==> src/hdl/pinned_lru_byte_budget_cache_top_assert.svh <==
// Assertion macros for the cache block; clocked on clk, disabled in reset.
`ifndef PINNED_LRU_BYTE_BUDGET_CACHE_TOP_ASSERT_SVH
`define PINNED_LRU_BYTE_BUDGET_CACHE_TOP_ASSERT_SVH
`ifndef SYNTH
`define PLBC_AST_NOW(lbl, ante, cons) \
  lbl: assert property (@(posedge clk) disable iff (!rst_n) (ante) |-> (cons)) \
    else $error("plbc check failed");
`define PLBC_AST_NEXT(lbl, ante, cons) \
  lbl: assert property (@(posedge clk) disable iff (!rst_n) (ante) |=> (cons)) \
    else $error("plbc check failed");
`else
`define PLBC_AST_NOW(lbl, ante, cons)
`define PLBC_AST_NEXT(lbl, ante, cons)
`endif
`endif

==> src/hdl/plbc_pkg.sv <==
`default_nettype none
package plbc_pkg;

  localparam int ENTRIES_DEF  = 16;
  localparam int KEY_BITS_DEF = 16;
  localparam int SIZE_W       = 32;
  localparam int BYTES_W      = 40;
  localparam int STAT_W       = 32;
  localparam int REF_W        = 16;
  localparam int STAMP_W      = 32;
  localparam int KIND_W       = 3;
  localparam int CMD_W        = 2;
  localparam int APB_DW       = 64;
  localparam int APB_AW       = 4;

  typedef enum logic [CMD_W-1:0] {
    CMD_ACQUIRE = 2'd0,
    CMD_RELEASE = 2'd1,
    CMD_FLUSH   = 2'd2
  } cmd_t;

  typedef enum logic [KIND_W-1:0] {
    KIND_EVICTED  = 3'd0,
    KIND_ACQUIRED = 3'd1,
    KIND_RELEASED = 3'd2,
    KIND_UNKNOWN  = 3'd3,
    KIND_ZERO     = 3'd4,
    KIND_FULL     = 3'd5,
    KIND_FLUSHED  = 3'd6
  } kind_t;

  typedef enum logic [2:0] {
    ST_IDLE,
    ST_SCAN,
    ST_DECIDE,
    ST_LOAD,
    ST_DRAIN
  } state_t;

  typedef enum logic [3:0] {
    ACT_NONE,
    ACT_FLUSH,
    ACT_REL_MISS,
    ACT_REL,
    ACT_HIT,
    ACT_ZERO,
    ACT_EVICT,
    ACT_EVICT_SLOT,
    ACT_PICK_FREE,
    ACT_FULL,
    ACT_LOAD
  } act_t;

  // controller to datapath
  typedef struct packed {
    logic capture;
    logic scan_clear;
    logic scan_step;
    act_t act;
    logic pop;
  } ctrl_cmd_t;

  // datapath to controller
  typedef struct packed {
    logic [CMD_W-1:0] cmd;
    logic found;
    logic size_zero;
    logic over;
    logic victim_ok;
    logic free_ok;
    logic scan_last;
    logic fifo_last;
  } dp_stat_t;

endpackage
`default_nettype wire

==> src/hdl/plbc_ctrl.sv <==
`default_nettype none
module plbc_ctrl (
  input  wire                 clk,
  input  wire                 rst_n,
  input  wire                 in_valid,
  output logic                in_stall,
  output logic                out_valid,
  input  wire                 out_stall,
  input  plbc_pkg::dp_stat_t  stat,
  output plbc_pkg::ctrl_cmd_t cmd
);
  import plbc_pkg::*;

  state_t state_r, state_nxt;

  always_ff @(posedge clk) begin
    if (!rst_n) begin
      state_r <= ST_IDLE;
    end else begin
      state_r <= state_nxt;
    end
  end

  // next state and commands
  always_comb begin
    state_nxt      = state_r;
    cmd.capture    = 1'b0;
    cmd.scan_clear = 1'b0;
    cmd.scan_step  = 1'b0;
    cmd.act        = ACT_NONE;
    cmd.pop        = 1'b0;
    in_stall       = 1'b1;
    out_valid      = 1'b0;
    unique case (state_r)
      ST_IDLE: begin
        in_stall = 1'b0;
        if (in_valid) begin
          cmd.capture    = 1'b1;
          cmd.scan_clear = 1'b1;
          state_nxt      = ST_SCAN;
        end
      end
      ST_SCAN: begin
        cmd.scan_step = 1'b1;
        if (stat.scan_last) state_nxt = ST_DECIDE;
      end
      ST_DECIDE: begin
        unique case (stat.cmd)
          CMD_FLUSH: begin
            cmd.act   = ACT_FLUSH;
            state_nxt = ST_DRAIN;
          end
          CMD_RELEASE: begin
            cmd.act   = stat.found ? ACT_REL : ACT_REL_MISS;
            state_nxt = ST_DRAIN;
          end
          CMD_ACQUIRE: begin
            priority if (stat.found) begin
              cmd.act   = ACT_HIT;
              state_nxt = ST_DRAIN;
            end else if (stat.size_zero) begin
              cmd.act   = ACT_ZERO;
              state_nxt = ST_DRAIN;
            end else if (stat.over && stat.victim_ok) begin
              // evict for budget, then rescan the table
              cmd.act        = ACT_EVICT;
              cmd.scan_clear = 1'b1;
              state_nxt      = ST_SCAN;
            end else if (stat.free_ok) begin
              cmd.act   = ACT_PICK_FREE;
              state_nxt = ST_LOAD;
            end else if (stat.victim_ok) begin
              cmd.act   = ACT_EVICT_SLOT;
              state_nxt = ST_LOAD;
            end else begin
              cmd.act   = ACT_FULL;
              state_nxt = ST_DRAIN;
            end
          end
          default: begin
            state_nxt = ST_IDLE;
          end
        endcase
      end
      ST_LOAD: begin
        cmd.act   = ACT_LOAD;
        state_nxt = ST_DRAIN;
      end
      ST_DRAIN: begin
        out_valid = 1'b1;
        if (!out_stall) begin
          cmd.pop = 1'b1;
          if (stat.fifo_last) state_nxt = ST_IDLE;
        end
      end
      default: begin
        state_nxt = ST_IDLE;
      end
    endcase
  end

endmodule
`default_nettype wire

==> src/hdl/plbc_dp.sv <==
`default_nettype none
`include "pinned_lru_byte_budget_cache_top_assert.svh"
module plbc_dp #(
  parameter int ENTRIES  = plbc_pkg::ENTRIES_DEF,
  parameter int KEY_BITS = plbc_pkg::KEY_BITS_DEF
) (
  input  wire                                  clk,
  input  wire                                  rst_n,
  input  wire  [plbc_pkg::CMD_W-1:0]           in_command,
  input  wire  [KEY_BITS-1:0]                  in_key,
  input  wire  [plbc_pkg::SIZE_W-1:0]          in_size_bytes,
  input  wire  [plbc_pkg::BYTES_W-1:0]         byte_budget,
  input  plbc_pkg::ctrl_cmd_t                  cmd,
  output plbc_pkg::dp_stat_t                   stat,
  output logic [plbc_pkg::KIND_W-1:0]          out_kind,
  output logic [KEY_BITS-1:0]                  out_item_key,
  output logic [$clog2(ENTRIES)-1:0]           out_slot,
  output logic [plbc_pkg::SIZE_W-1:0]          out_entry_bytes,
  output logic                                 out_cache_hit,
  output logic                                 out_over_budget,
  output logic                                 out_last,
  output logic [$clog2(ENTRIES+1)-1:0]         out_resident_count,
  output logic [plbc_pkg::BYTES_W-1:0]         out_resident_bytes,
  output logic [plbc_pkg::BYTES_W-1:0]         out_peak_bytes,
  output logic [plbc_pkg::STAT_W-1:0]          out_hit_count,
  output logic [plbc_pkg::STAT_W-1:0]          out_evict_count
);
  import plbc_pkg::*;

  localparam int IW    = $clog2(ENTRIES);
  localparam int CW    = $clog2(ENTRIES + 1);
  localparam int DEPTH = ENTRIES + 1;
  localparam int FW    = $clog2(DEPTH);
  localparam int PW    = $clog2(DEPTH + 1);

  // slot table
  logic                valid_r [ENTRIES];
  logic [KEY_BITS-1:0] skey_r  [ENTRIES];
  logic [SIZE_W-1:0]   sbytes_r[ENTRIES];
  logic [REF_W-1:0]    refs_r  [ENTRIES];
  logic [STAMP_W-1:0]  rstamp_r[ENTRIES];

  // item being worked on
  logic [CMD_W-1:0]    cmd_r;
  logic [KEY_BITS-1:0] key_r;
  logic [SIZE_W-1:0]   size_r;

  // scan results
  logic [IW-1:0]       idx_r;
  logic                found_r, free_ok_r, vic_ok_r;
  logic [IW-1:0]       hit_slot_r, free_slot_r, vic_slot_r, tgt_r;
  logic [SIZE_W-1:0]   hit_bytes_r, vic_bytes_r;
  logic [REF_W-1:0]    hit_refs_r;
  logic [KEY_BITS-1:0] vic_key_r;
  logic [STAMP_W-1:0]  vic_age_r;
  logic                over_r;

  // totals and counters
  logic [CW-1:0]       cnt_r;
  logic [BYTES_W-1:0]  total_r, peak_r;
  logic [STAT_W-1:0]   hits_r, evicts_r;
  logic [STAMP_W-1:0]  stamp_ctr_r;

  // result queue
  logic [KIND_W-1:0]   f_kind_r [DEPTH];
  logic [KEY_BITS-1:0] f_key_r  [DEPTH];
  logic [IW-1:0]       f_slot_r [DEPTH];
  logic [SIZE_W-1:0]   f_bytes_r[DEPTH];
  logic                f_hit_r  [DEPTH];
  logic                f_over_r [DEPTH];
  logic [PW-1:0]       wr_r, rd_r;

  logic                cur_valid, cur_match, cur_unpinned;
  logic [STAMP_W-1:0]  cur_age;
  logic [BYTES_W:0]    need;
  logic                over;
  logic [BYTES_W-1:0]  tot_ld;
  logic                push;
  kind_t               p_kind;
  logic [KEY_BITS-1:0] p_key;
  logic [IW-1:0]       p_slot;
  logic [SIZE_W-1:0]   p_bytes;
  logic                p_hit, p_over;

  // one slot examined per scan cycle
  assign cur_valid    = valid_r[idx_r];
  assign cur_match    = cur_valid && (skey_r[idx_r] == key_r);
  assign cur_unpinned = cur_valid && (refs_r[idx_r] == '0);
  assign cur_age      = stamp_ctr_r - rstamp_r[idx_r];

  // budget check; zero budget disables it
  assign need   = {1'b0, total_r} + {{(BYTES_W - SIZE_W + 1){1'b0}}, size_r};
  assign over   = (byte_budget != '0) && (need > {1'b0, byte_budget});
  assign tot_ld = total_r + {{(BYTES_W - SIZE_W){1'b0}}, size_r};

  assign stat.cmd       = cmd_r;
  assign stat.found     = found_r;
  assign stat.size_zero = (size_r == '0);
  assign stat.over      = over;
  assign stat.victim_ok = vic_ok_r;
  assign stat.free_ok   = free_ok_r;
  assign stat.scan_last = (idx_r == IW'(ENTRIES - 1));
  assign stat.fifo_last = ((rd_r + PW'(1)) == wr_r);

  // record written to the result queue
  always_comb begin
    push    = 1'b1;
    p_kind  = KIND_ACQUIRED;
    p_key   = key_r;
    p_slot  = '0;
    p_bytes = '0;
    p_hit   = 1'b0;
    p_over  = 1'b0;
    unique case (cmd.act)
      ACT_FLUSH: begin
        p_kind = KIND_FLUSHED;
        p_key  = '0;
      end
      ACT_REL_MISS: p_kind = KIND_UNKNOWN;
      ACT_REL: begin
        p_kind  = KIND_RELEASED;
        p_slot  = hit_slot_r;
        p_bytes = hit_bytes_r;
      end
      ACT_HIT: begin
        p_slot  = hit_slot_r;
        p_bytes = hit_bytes_r;
        p_hit   = 1'b1;
      end
      ACT_ZERO: p_kind = KIND_ZERO;
      ACT_EVICT, ACT_EVICT_SLOT: begin
        p_kind  = KIND_EVICTED;
        p_key   = vic_key_r;
        p_slot  = vic_slot_r;
        p_bytes = vic_bytes_r;
      end
      ACT_FULL: p_kind = KIND_FULL;
      ACT_LOAD: begin
        p_slot  = tgt_r;
        p_bytes = size_r;
        p_over  = over_r;
      end
      default: push = 1'b0;
    endcase
  end

  // control state with reset
  always_ff @(posedge clk) begin
    if (!rst_n) begin
      for (int i = 0; i < ENTRIES; i++) valid_r[i] <= 1'b0;
      found_r     <= 1'b0;
      free_ok_r   <= 1'b0;
      vic_ok_r    <= 1'b0;
      idx_r       <= '0;
      cnt_r       <= '0;
      total_r     <= '0;
      peak_r      <= '0;
      hits_r      <= '0;
      evicts_r    <= '0;
      stamp_ctr_r <= '0;
      wr_r        <= '0;
      rd_r        <= '0;
    end else begin
      if (cmd.capture) begin
        wr_r <= '0;
        rd_r <= '0;
      end else begin
        if (push) wr_r <= wr_r + PW'(1);
        if (cmd.pop) rd_r <= rd_r + PW'(1);
      end
      // scan bookkeeping
      if (cmd.scan_clear) begin
        idx_r     <= '0;
        found_r   <= 1'b0;
        free_ok_r <= 1'b0;
        vic_ok_r  <= 1'b0;
      end else if (cmd.scan_step) begin
        idx_r <= idx_r + IW'(1);
        if (cur_match && !found_r) found_r <= 1'b1;
        if (!cur_valid && !free_ok_r) free_ok_r <= 1'b1;
        if (cur_unpinned && (!vic_ok_r || cur_age > vic_age_r)) vic_ok_r <= 1'b1;
      end
      // table actions
      unique case (cmd.act)
        ACT_FLUSH: begin
          for (int i = 0; i < ENTRIES; i++) valid_r[i] <= 1'b0;
          cnt_r   <= '0;
          total_r <= '0;
        end
        ACT_REL: begin
          if (hit_refs_r == REF_W'(1)) stamp_ctr_r <= stamp_ctr_r + STAMP_W'(1);
        end
        ACT_HIT: hits_r <= hits_r + STAT_W'(1);
        ACT_EVICT, ACT_EVICT_SLOT: begin
          valid_r[vic_slot_r] <= 1'b0;
          cnt_r    <= cnt_r - CW'(1);
          total_r  <= total_r - {{(BYTES_W - SIZE_W){1'b0}}, vic_bytes_r};
          evicts_r <= evicts_r + STAT_W'(1);
        end
        ACT_LOAD: begin
          valid_r[tgt_r] <= 1'b1;
          cnt_r   <= cnt_r + CW'(1);
          total_r <= tot_ld;
          if (tot_ld > peak_r) peak_r <= tot_ld;
        end
        default: ;
      endcase
    end
  end

  // payload: table contents, captured item, scan picks, queue
  always_ff @(posedge clk) begin
    if (cmd.capture) begin
      cmd_r  <= in_command;
      key_r  <= in_key;
      size_r <= in_size_bytes;
    end
    if (cmd.scan_step) begin
      if (cur_match && !found_r) begin
        hit_slot_r  <= idx_r;
        hit_bytes_r <= sbytes_r[idx_r];
        hit_refs_r  <= refs_r[idx_r];
      end
      if (!cur_valid && !free_ok_r) free_slot_r <= idx_r;
      if (cur_unpinned && (!vic_ok_r || cur_age > vic_age_r)) begin
        vic_slot_r  <= idx_r;
        vic_key_r   <= skey_r[idx_r];
        vic_bytes_r <= sbytes_r[idx_r];
        vic_age_r   <= cur_age;
      end
    end
    unique case (cmd.act)
      ACT_REL: begin
        if (hit_refs_r != '0) refs_r[hit_slot_r] <= hit_refs_r - REF_W'(1);
        if (hit_refs_r == REF_W'(1)) rstamp_r[hit_slot_r] <= stamp_ctr_r;
      end
      ACT_HIT: begin
        if (hit_refs_r != '1) refs_r[hit_slot_r] <= hit_refs_r + REF_W'(1);
      end
      ACT_PICK_FREE: begin
        tgt_r  <= free_slot_r;
        over_r <= over;
      end
      ACT_EVICT_SLOT: begin
        tgt_r  <= vic_slot_r;
        over_r <= over;
      end
      ACT_LOAD: begin
        skey_r[tgt_r]   <= key_r;
        sbytes_r[tgt_r] <= size_r;
        refs_r[tgt_r]   <= REF_W'(1);
        rstamp_r[tgt_r] <= '0;
      end
      default: ;
    endcase
    if (push) begin
      f_kind_r[wr_r[FW-1:0]]  <= p_kind;
      f_key_r[wr_r[FW-1:0]]   <= p_key;
      f_slot_r[wr_r[FW-1:0]]  <= p_slot;
      f_bytes_r[wr_r[FW-1:0]] <= p_bytes;
      f_hit_r[wr_r[FW-1:0]]   <= p_hit;
      f_over_r[wr_r[FW-1:0]]  <= p_over;
    end
  end

  // result output; status is final while the queue drains
  assign out_kind           = f_kind_r[rd_r[FW-1:0]];
  assign out_item_key       = f_key_r[rd_r[FW-1:0]];
  assign out_slot           = f_slot_r[rd_r[FW-1:0]];
  assign out_entry_bytes    = f_bytes_r[rd_r[FW-1:0]];
  assign out_cache_hit      = f_hit_r[rd_r[FW-1:0]];
  assign out_over_budget    = f_over_r[rd_r[FW-1:0]];
  assign out_last           = stat.fifo_last;
  assign out_resident_count = cnt_r;
  assign out_resident_bytes = total_r;
  assign out_peak_bytes     = peak_r;
  assign out_hit_count      = hits_r;
  assign out_evict_count    = evicts_r;

  `PLBC_AST_NOW(a_cnt_range, 1'b1, cnt_r <= CW'(ENTRIES))
  `PLBC_AST_NOW(a_empty_bytes, cnt_r == '0, total_r == '0)
  `PLBC_AST_NEXT(a_flush_clears, cmd.act == ACT_FLUSH, cnt_r == '0 && total_r == '0)
  `PLBC_AST_NOW(a_queue_depth, 1'b1, wr_r <= PW'(DEPTH) && rd_r <= wr_r)

endmodule
`default_nettype wire

==> src/hdl/pinned_lru_byte_budget_cache_top.sv <==
`default_nettype none
// Channel  Direction  Handshake          Payload
// in       input      in_valid/in_stall  in_command, in_key, in_size_bytes
// out      output     out_valid/out_stall kind, key, slot, bytes, flags, status
// cfg      input      APB psel/penable   byte_budget at address 0
//
// An item scans the table one slot a cycle, then decides; each budget eviction
// rescans the table, and a miss that gets a free or evicted slot takes a load step.
// Results are queued and sent after the item completes; one item at a time.
// Reset is synchronous, active low; the table comes up empty.
module pinned_lru_byte_budget_cache_top #(
  parameter int ENTRIES  = plbc_pkg::ENTRIES_DEF,
  parameter int KEY_BITS = plbc_pkg::KEY_BITS_DEF
) (
  input  wire                           clk,
  input  wire                           rst_n,
  input  wire                           in_valid,
  output logic                          in_stall,
  input  wire  [plbc_pkg::CMD_W-1:0]    in_command,
  input  wire  [KEY_BITS-1:0]           in_key,
  input  wire  [plbc_pkg::SIZE_W-1:0]   in_size_bytes,
  output logic                          out_valid,
  input  wire                           out_stall,
  output logic [plbc_pkg::KIND_W-1:0]   out_kind,
  output logic [KEY_BITS-1:0]           out_item_key,
  output logic [$clog2(ENTRIES)-1:0]    out_slot,
  output logic [plbc_pkg::SIZE_W-1:0]   out_entry_bytes,
  output logic                          out_cache_hit,
  output logic                          out_over_budget,
  output logic                          out_last,
  output logic [$clog2(ENTRIES+1)-1:0]  out_resident_count,
  output logic [plbc_pkg::BYTES_W-1:0]  out_resident_bytes,
  output logic [plbc_pkg::BYTES_W-1:0]  out_peak_bytes,
  output logic [plbc_pkg::STAT_W-1:0]   out_hit_count,
  output logic [plbc_pkg::STAT_W-1:0]   out_evict_count,
  input  wire                           psel,
  input  wire                           penable,
  input  wire                           pwrite,
  input  wire  [plbc_pkg::APB_AW-1:0]   paddr,
  input  wire  [plbc_pkg::APB_DW-1:0]   pwdata,
  output logic [plbc_pkg::APB_DW-1:0]   prdata,
  output logic                          pready
);
  import plbc_pkg::*;

  logic [BYTES_W-1:0] budget_r;
  logic               sel_budget;
  ctrl_cmd_t          cmd;
  dp_stat_t           stat;

  // register decode: one 40-bit register, read as 64 bits, at byte addresses 0 to 7
  assign sel_budget = (paddr[APB_AW-1] == 1'b0);
  assign pready     = 1'b1;
  assign prdata     = sel_budget ? {{(APB_DW - BYTES_W){1'b0}}, budget_r} : '0;

  always_ff @(posedge clk) begin
    if (!rst_n) begin
      budget_r <= '0;
    end else if (psel && penable && pwrite && sel_budget) begin
      budget_r <= pwdata[BYTES_W-1:0];
    end
  end

  plbc_ctrl u_ctrl (
    .clk       (clk),
    .rst_n     (rst_n),
    .in_valid  (in_valid),
    .in_stall  (in_stall),
    .out_valid (out_valid),
    .out_stall (out_stall),
    .stat      (stat),
    .cmd       (cmd)
  );

  plbc_dp #(
    .ENTRIES  (ENTRIES),
    .KEY_BITS (KEY_BITS)
  ) u_dp (
    .clk                (clk),
    .rst_n              (rst_n),
    .in_command         (in_command),
    .in_key             (in_key),
    .in_size_bytes      (in_size_bytes),
    .byte_budget        (budget_r),
    .cmd                (cmd),
    .stat               (stat),
    .out_kind           (out_kind),
    .out_item_key       (out_item_key),
    .out_slot           (out_slot),
    .out_entry_bytes    (out_entry_bytes),
    .out_cache_hit      (out_cache_hit),
    .out_over_budget    (out_over_budget),
    .out_last           (out_last),
    .out_resident_count (out_resident_count),
    .out_resident_bytes (out_resident_bytes),
    .out_peak_bytes     (out_peak_bytes),
    .out_hit_count      (out_hit_count),
    .out_evict_count    (out_evict_count)
  );

endmodule
`default_nettype wire
==> config.mk <==
export PLATFORM = sky130hd
export DESIGN_NAME = pinned_lru_byte_budget_cache_top
export DESIGN_NICKNAME = d
export VERILOG_FILES = /design/src/hdl/plbc_pkg.sv /design/src/hdl/plbc_ctrl.sv /design/src/hdl/plbc_dp.sv /design/src/hdl/pinned_lru_byte_budget_cache_top.sv
export VERILOG_INCLUDE_DIRS = /design/src /design/src/hdl
export SDC_FILE = /design/constraint.sdc
export NUM_CORES = 2
export LEC_CHECK = 0
export ABC_AREA = 0
export BUFFER_PORTS_ARGS = -buffer_cell sky130_fd_sc_hd__buf_2
export CELL_PAD_IN_SITES_DETAIL_PLACEMENT = 0
export CELL_PAD_IN_SITES_GLOBAL_PLACEMENT = 2
export CORE_MARGIN = 2
export CORE_UTILIZATION = 50
export DETAILED_ROUTE_END_ITERATION = 7
export PLACE_DENSITY_LB_ADDON = 0.3
export SLEW_MARGIN = 10
export SYNTH_ARGS = -nofsm -noshare
export SYNTH_HDL_FRONTEND = slang
export SYNTH_SLANG_ARGS = --single-unit
==> constraint.sdc <==
create_clock -name clk -period 43.5 [get_ports clk]
set_input_delay 10.875 -clock clk [delete_from_list [all_inputs] [get_ports clk]]
set_output_delay 10.875 -clock clk [all_outputs]
set_load 0.02 [all_outputs]
==> metrics list <==
- Status: complete, no violations
- The path with the worst hold slack has its endpoint at budget_r[8].
- Synth Instances: 6,674
* Total routing resource utilization after global routing: 24.8%
- After floorplanning, the core was divided into 181 placement rows.
* R2R Setup Slk: 33.00 ns
- Counting flops and latches in the post-synthesis netlist gives 2,966.
- At the pin with the least slew margin, the transition time is 1.19 ns.
- For this run, the share of the core covered by cells in the final layout is 56.9%.
- Based on the critical path, the design can be clocked at up to 44.3 MHz.
* Number of synthesized flops with an enable pin: 2,707
* Largest net degree at the start of global routing: 172
- Final Net Count: 7,559
- The largest single stage delay on the critical path is 0.50 ns.
* Final setup violation count: 0
* Number of buffers inserted during clock tree synthesis: 320
- Once the clock tree was built, the setup fixing pass inserted 0 buffers.
- Sum of negative setup slack: 0 ns
- Dividing the synthesized area by the synthesized cell count gives 18.3 um^2.
- Master cell of the clock root buffer: clkbuf_16
* Number of buffers and inverters on the critical path: 2
* Starting DRT DRC Count: 7,039
- Final hold viol count: 0
- The number of global-route vias before repair came to 64,700.
- Floorplan die width: 498 um
- Initial Utilization: 50.2%
- The worst hold path passes through 2 cells.
- No sink is reached through more buffers than the 4 on the longest clock path.
* Cell type with the largest total area after synthesis: edfxtp_1
- In the routed design, unresolved DRC markers number 0.
- Via count of the routed design: 64,600
- CP Launch Type: input port
- Clock skew on the completed layout was measured at 0.0953 ns.
- Share of the clock period used by the worst path after layout: 51.8%
* Post-CTS resize count: 0
- In the routed layout, each cell is associated on average with a via count of 6.07.
- Proportion of layout cells with a drive suffix above 1: 25.3%
- The tightest min-delay check is of the flip-flop to flip-flop type.
- Clock input transition at the sequential cells of the worst setup and hold paths: 0.06 ns
* Power density over the cells: 44.2 nW/um^2
* Worst slew margin relative to its limit: 20.4%
- Kind of end point of the critical path: output port
- Most used cell along the critical path: buf_2
- Vertical die dimension: 498 um
* Number of sinks driven by the clock tree: 2,966
* Total number of yosys warnings: 0
* Synth area leaders: edfxtp_1 67%, mux4_2 14%, dfxtp_1 4.3%
- Leakage: 45.2 nW
- Number of cells traversed by the worst register-to-register path: 24
- Core Box Area: 243,000 um^2
- The first global-routing pass estimated 449,000 um of wire.
- Post-synthesis instance area: 122,000 um^2
* Total of max-cap violations: 0
- The largest individual stage delay along the critical path comes from the cell buf_2.
* Hold Path Origin: budget_r[8]
- In this run, post-CTS hold repair placed 0 buffers.
- The critical path goes through buf_2, nor2_1, buf_2.
* Post-synthesis cell type count: 93
- The final-report max-slew violation count was 0.
- TritonCTS built the clock tree.
- Relative to the synthesized area, the layout overhead comes to 13.3%.
- Proportion of netlist area held by the largest area contributor: 66.7%
* Die area: 248,000 um^2
- Largest delay share family, worst path: buffers and inverters
- Final antenna-violating net count: 0
- Clock latency on the worst-skew pair, taken at its later pin, is 0.96 ns.
- The startpoint identified for the worst register-to-register timing path is u_dp.size_r[3].
- Detailed-routing iteration count for the pre-antenna-repair pass: 8
- RSZ-0062 raised after global routing: false
* WL/cell: 29.0 um
- Endpoint required time on the critical path: 32.62 ns
* Post-synthesis async set-or-reset flop share: 0%
* Worst-path fanout max: 42
- The initial antenna violation count is 24.
- Summed over all nets, the half-perimeter wirelength after detailed placement is 179,000 um.
- The routed design has 309,000 um of wire.
- IR analysis of the VDD net gives a maximum drop of 0.0447 mV.
* Minimum clock period after layout: 22.55 ns
* Sequential-to-total area share from yosys stat: 70.9%
* I/O pin total: 399
* Critical register-to-register path endpoint: u_dp.f_key_r[6][7]
- Commonest register cell after synthesis: edfxtp_1
- Summed over all layers, the global routing overflow is 0.
* Arrival time at the worst endpoint: 11.68 ns
* Path type of the worst setup path: input port to output port
- Port bufs: 346
- CTS built an H-tree with a depth of 5.
- The congestion estimate from routability-driven global placement came to 0.830.
==> Yosys cell counts, types with 5 or more instances <==
cell type,number
a211o_1,7
a211oi_1,13
a21boi_0,8
a21o_1,79
a21oi_1,186
a222oi_1,35
a22o_1,17
a31oi_1,43
and2_1,52
and3_1,55
and4_1,7
buf_1,77
buf_2,15
buf_4,25
clkbuf_1,212
dfxtp_1,259
edfxtp_1,2707
ha_1,226
inv_1,250
mux2_2,62
mux2i_1,21
mux4_2,770
nand2_1,302
nand2b_1,46
nand3_1,145
nand3b_1,8
nand4_1,57
nor2_1,318
nor2b_1,29
nor3_1,59
nor3b_1,7
nor4_1,39
o211ai_1,8
o21a_1,34
o21ai_0,95
o21ai_1,5
o21bai_1,11
o311ai_0,6
o31ai_1,45
or2_2,9
or3_1,28
xnor2_1,105
xor2_1,100
==> per-layer routing <==
| layer | share of wire [%] | global-route usage, % |
|---|---|---|
| met3 | 6.1 | 3.24 |
| met2 | 50 | 41.2 |
| met1 | 41 | 34.8 |
| met5 | 0 | 0 |
| met4 | 2.7 | 6.76 |
==> worst max-delay path by stage <==
stage / cells after the start / to / startpoint / slack, ns
2_1_floorplan: 3 / prdata[0] / paddr[3] / 21.11
5_1_grt: 3 / prdata[0] / paddr[3] / 20.86
4_1_cts: 3 / prdata[24] / paddr[3] / 20.95
6_report: 3 / prdata[24] / paddr[3] / 20.95
3_3_place_gp: 3 / prdata[6] / paddr[3] / 21.00
3_5_place_dp: 3 / prdata[24] / paddr[3] / 20.96
==> cell usage in the layout, fill, tap and decap left out, types with 47 or more instances in the layout <==
| master | count |
|---|---|
| o21ai_0 | 95 |
| buf_2 | 345 |
| a21oi_1 | 184 |
| and3_1 | 55 |
| ha_1 | 226 |
| nor3_1 | 57 |
| clkinv_2 | 59 |
| mux4_2 | 770 |
| xor2_1 | 100 |
| nor2_4 | 47 |
| and2_1 | 50 |
| nand4_1 | 57 |
| edfxtp_1 | 2707 |
| clkbuf_16 | 327 |
| xnor2_1 | 105 |
| inv_1 | 250 |
| dfxtp_1 | 250 |
| a21o_1 | 79 |
| nand3_1 | 145 |
| clkbuf_1 | 57 |
| nor2_1 | 271 |
| nand2_1 | 302 |
| mux2_2 | 62 |
| clkinv_1 | 70 |
| buf_4 | 164 |
==> power breakdown <==
part	switching (W)	internal (W)	total [W]
Clock	0.00108	0.00150	0.00258
Combinational	0.000214	0.000151	0.000366
Sequential	0.0000250	0.00313	0.00316
Total	0.00132	0.00478	0.00610
==> layout make-up <==
cell class / count / area, um^2
multi-input combinational: 3149 / 33600
antenna: 8 / 20.0
fill: 18400 / 105000
sequential: 2966 / 86500
clock inverter: 170 / 1350
inverter: 252 / 952
clock buffer: 392 / 8510
tap: 3202 / 4010
timing repair buffer: 515 / 3080
==> worst reg2reg max path: stages (launching register included) <==
cell and delay [ns]:
edfxtp_1 0.76, ha_1 0.53, o21ai_0 0.13, o21ai_0 0.19
a31o_2 0.24, a211oi_1 0.16, o41ai_1 0.78, nand4_1 0.25
o21ai_0 0.59, nand2_1 0.25, or3_1 0.46, xnor2_1 0.21
ha_1 0.22, a21o_1 0.17, a21oi_1 0.14, o221ai_1 0.24
a211o_1 0.32, nor3_2 0.57, nor3b_1 0.21, o21a_2 0.33
a31o_1 0.44, a22oi_2 0.72, nand2_1 0.45, nor2_4 0.94
buf_4 0.83
==> kinds of logic after synthesis <==
family / share of synthesized area [%]
buffers and inverters: 1.89
AND/OR/NAND/NOR: 4.71
multiplexers: 15.0
AO/OA/AOI/OAI: 3.61
adder cells (fa/ha/maj): 2.39
flip-flops: 70.9
XOR/XNOR: 1.47
other: 0.00616
==> per-stage QoR <==
stage	total power (W)	worst slack, ns	hold WS, ns	cell area [um^2]	instances
floorplan	0.00346	21.11	0.449	122000	6697
global placement	0.00358	21.00	0.455	128000	10100
detailed placement	0.00359	20.96	0.463	128000	10100
CTS	0.00615	20.95	0.471	138000	10600
global route	0.00629	20.86	0.493	138000	10700
finish	0.00610	20.95	0.472	138000	10700
==> registers in the layout, summed over array words and instances, names as in the netlist, 40 cells and up, named ones only <==
name                     flops
u_dp.out_peak_bytes         40
u_dp.skey_r                256
u_dp.f_kind_r               51
u_dp.f_bytes_r             544
u_dp.f_slot_r               68
u_dp.sbytes_r              512
budget_r                    40
u_dp.out_resident_bytes     40
u_dp.rstamp_r              512
u_dp.refs_r                256
u_dp.f_key_r               272
(Power assumes the default switching activity.)
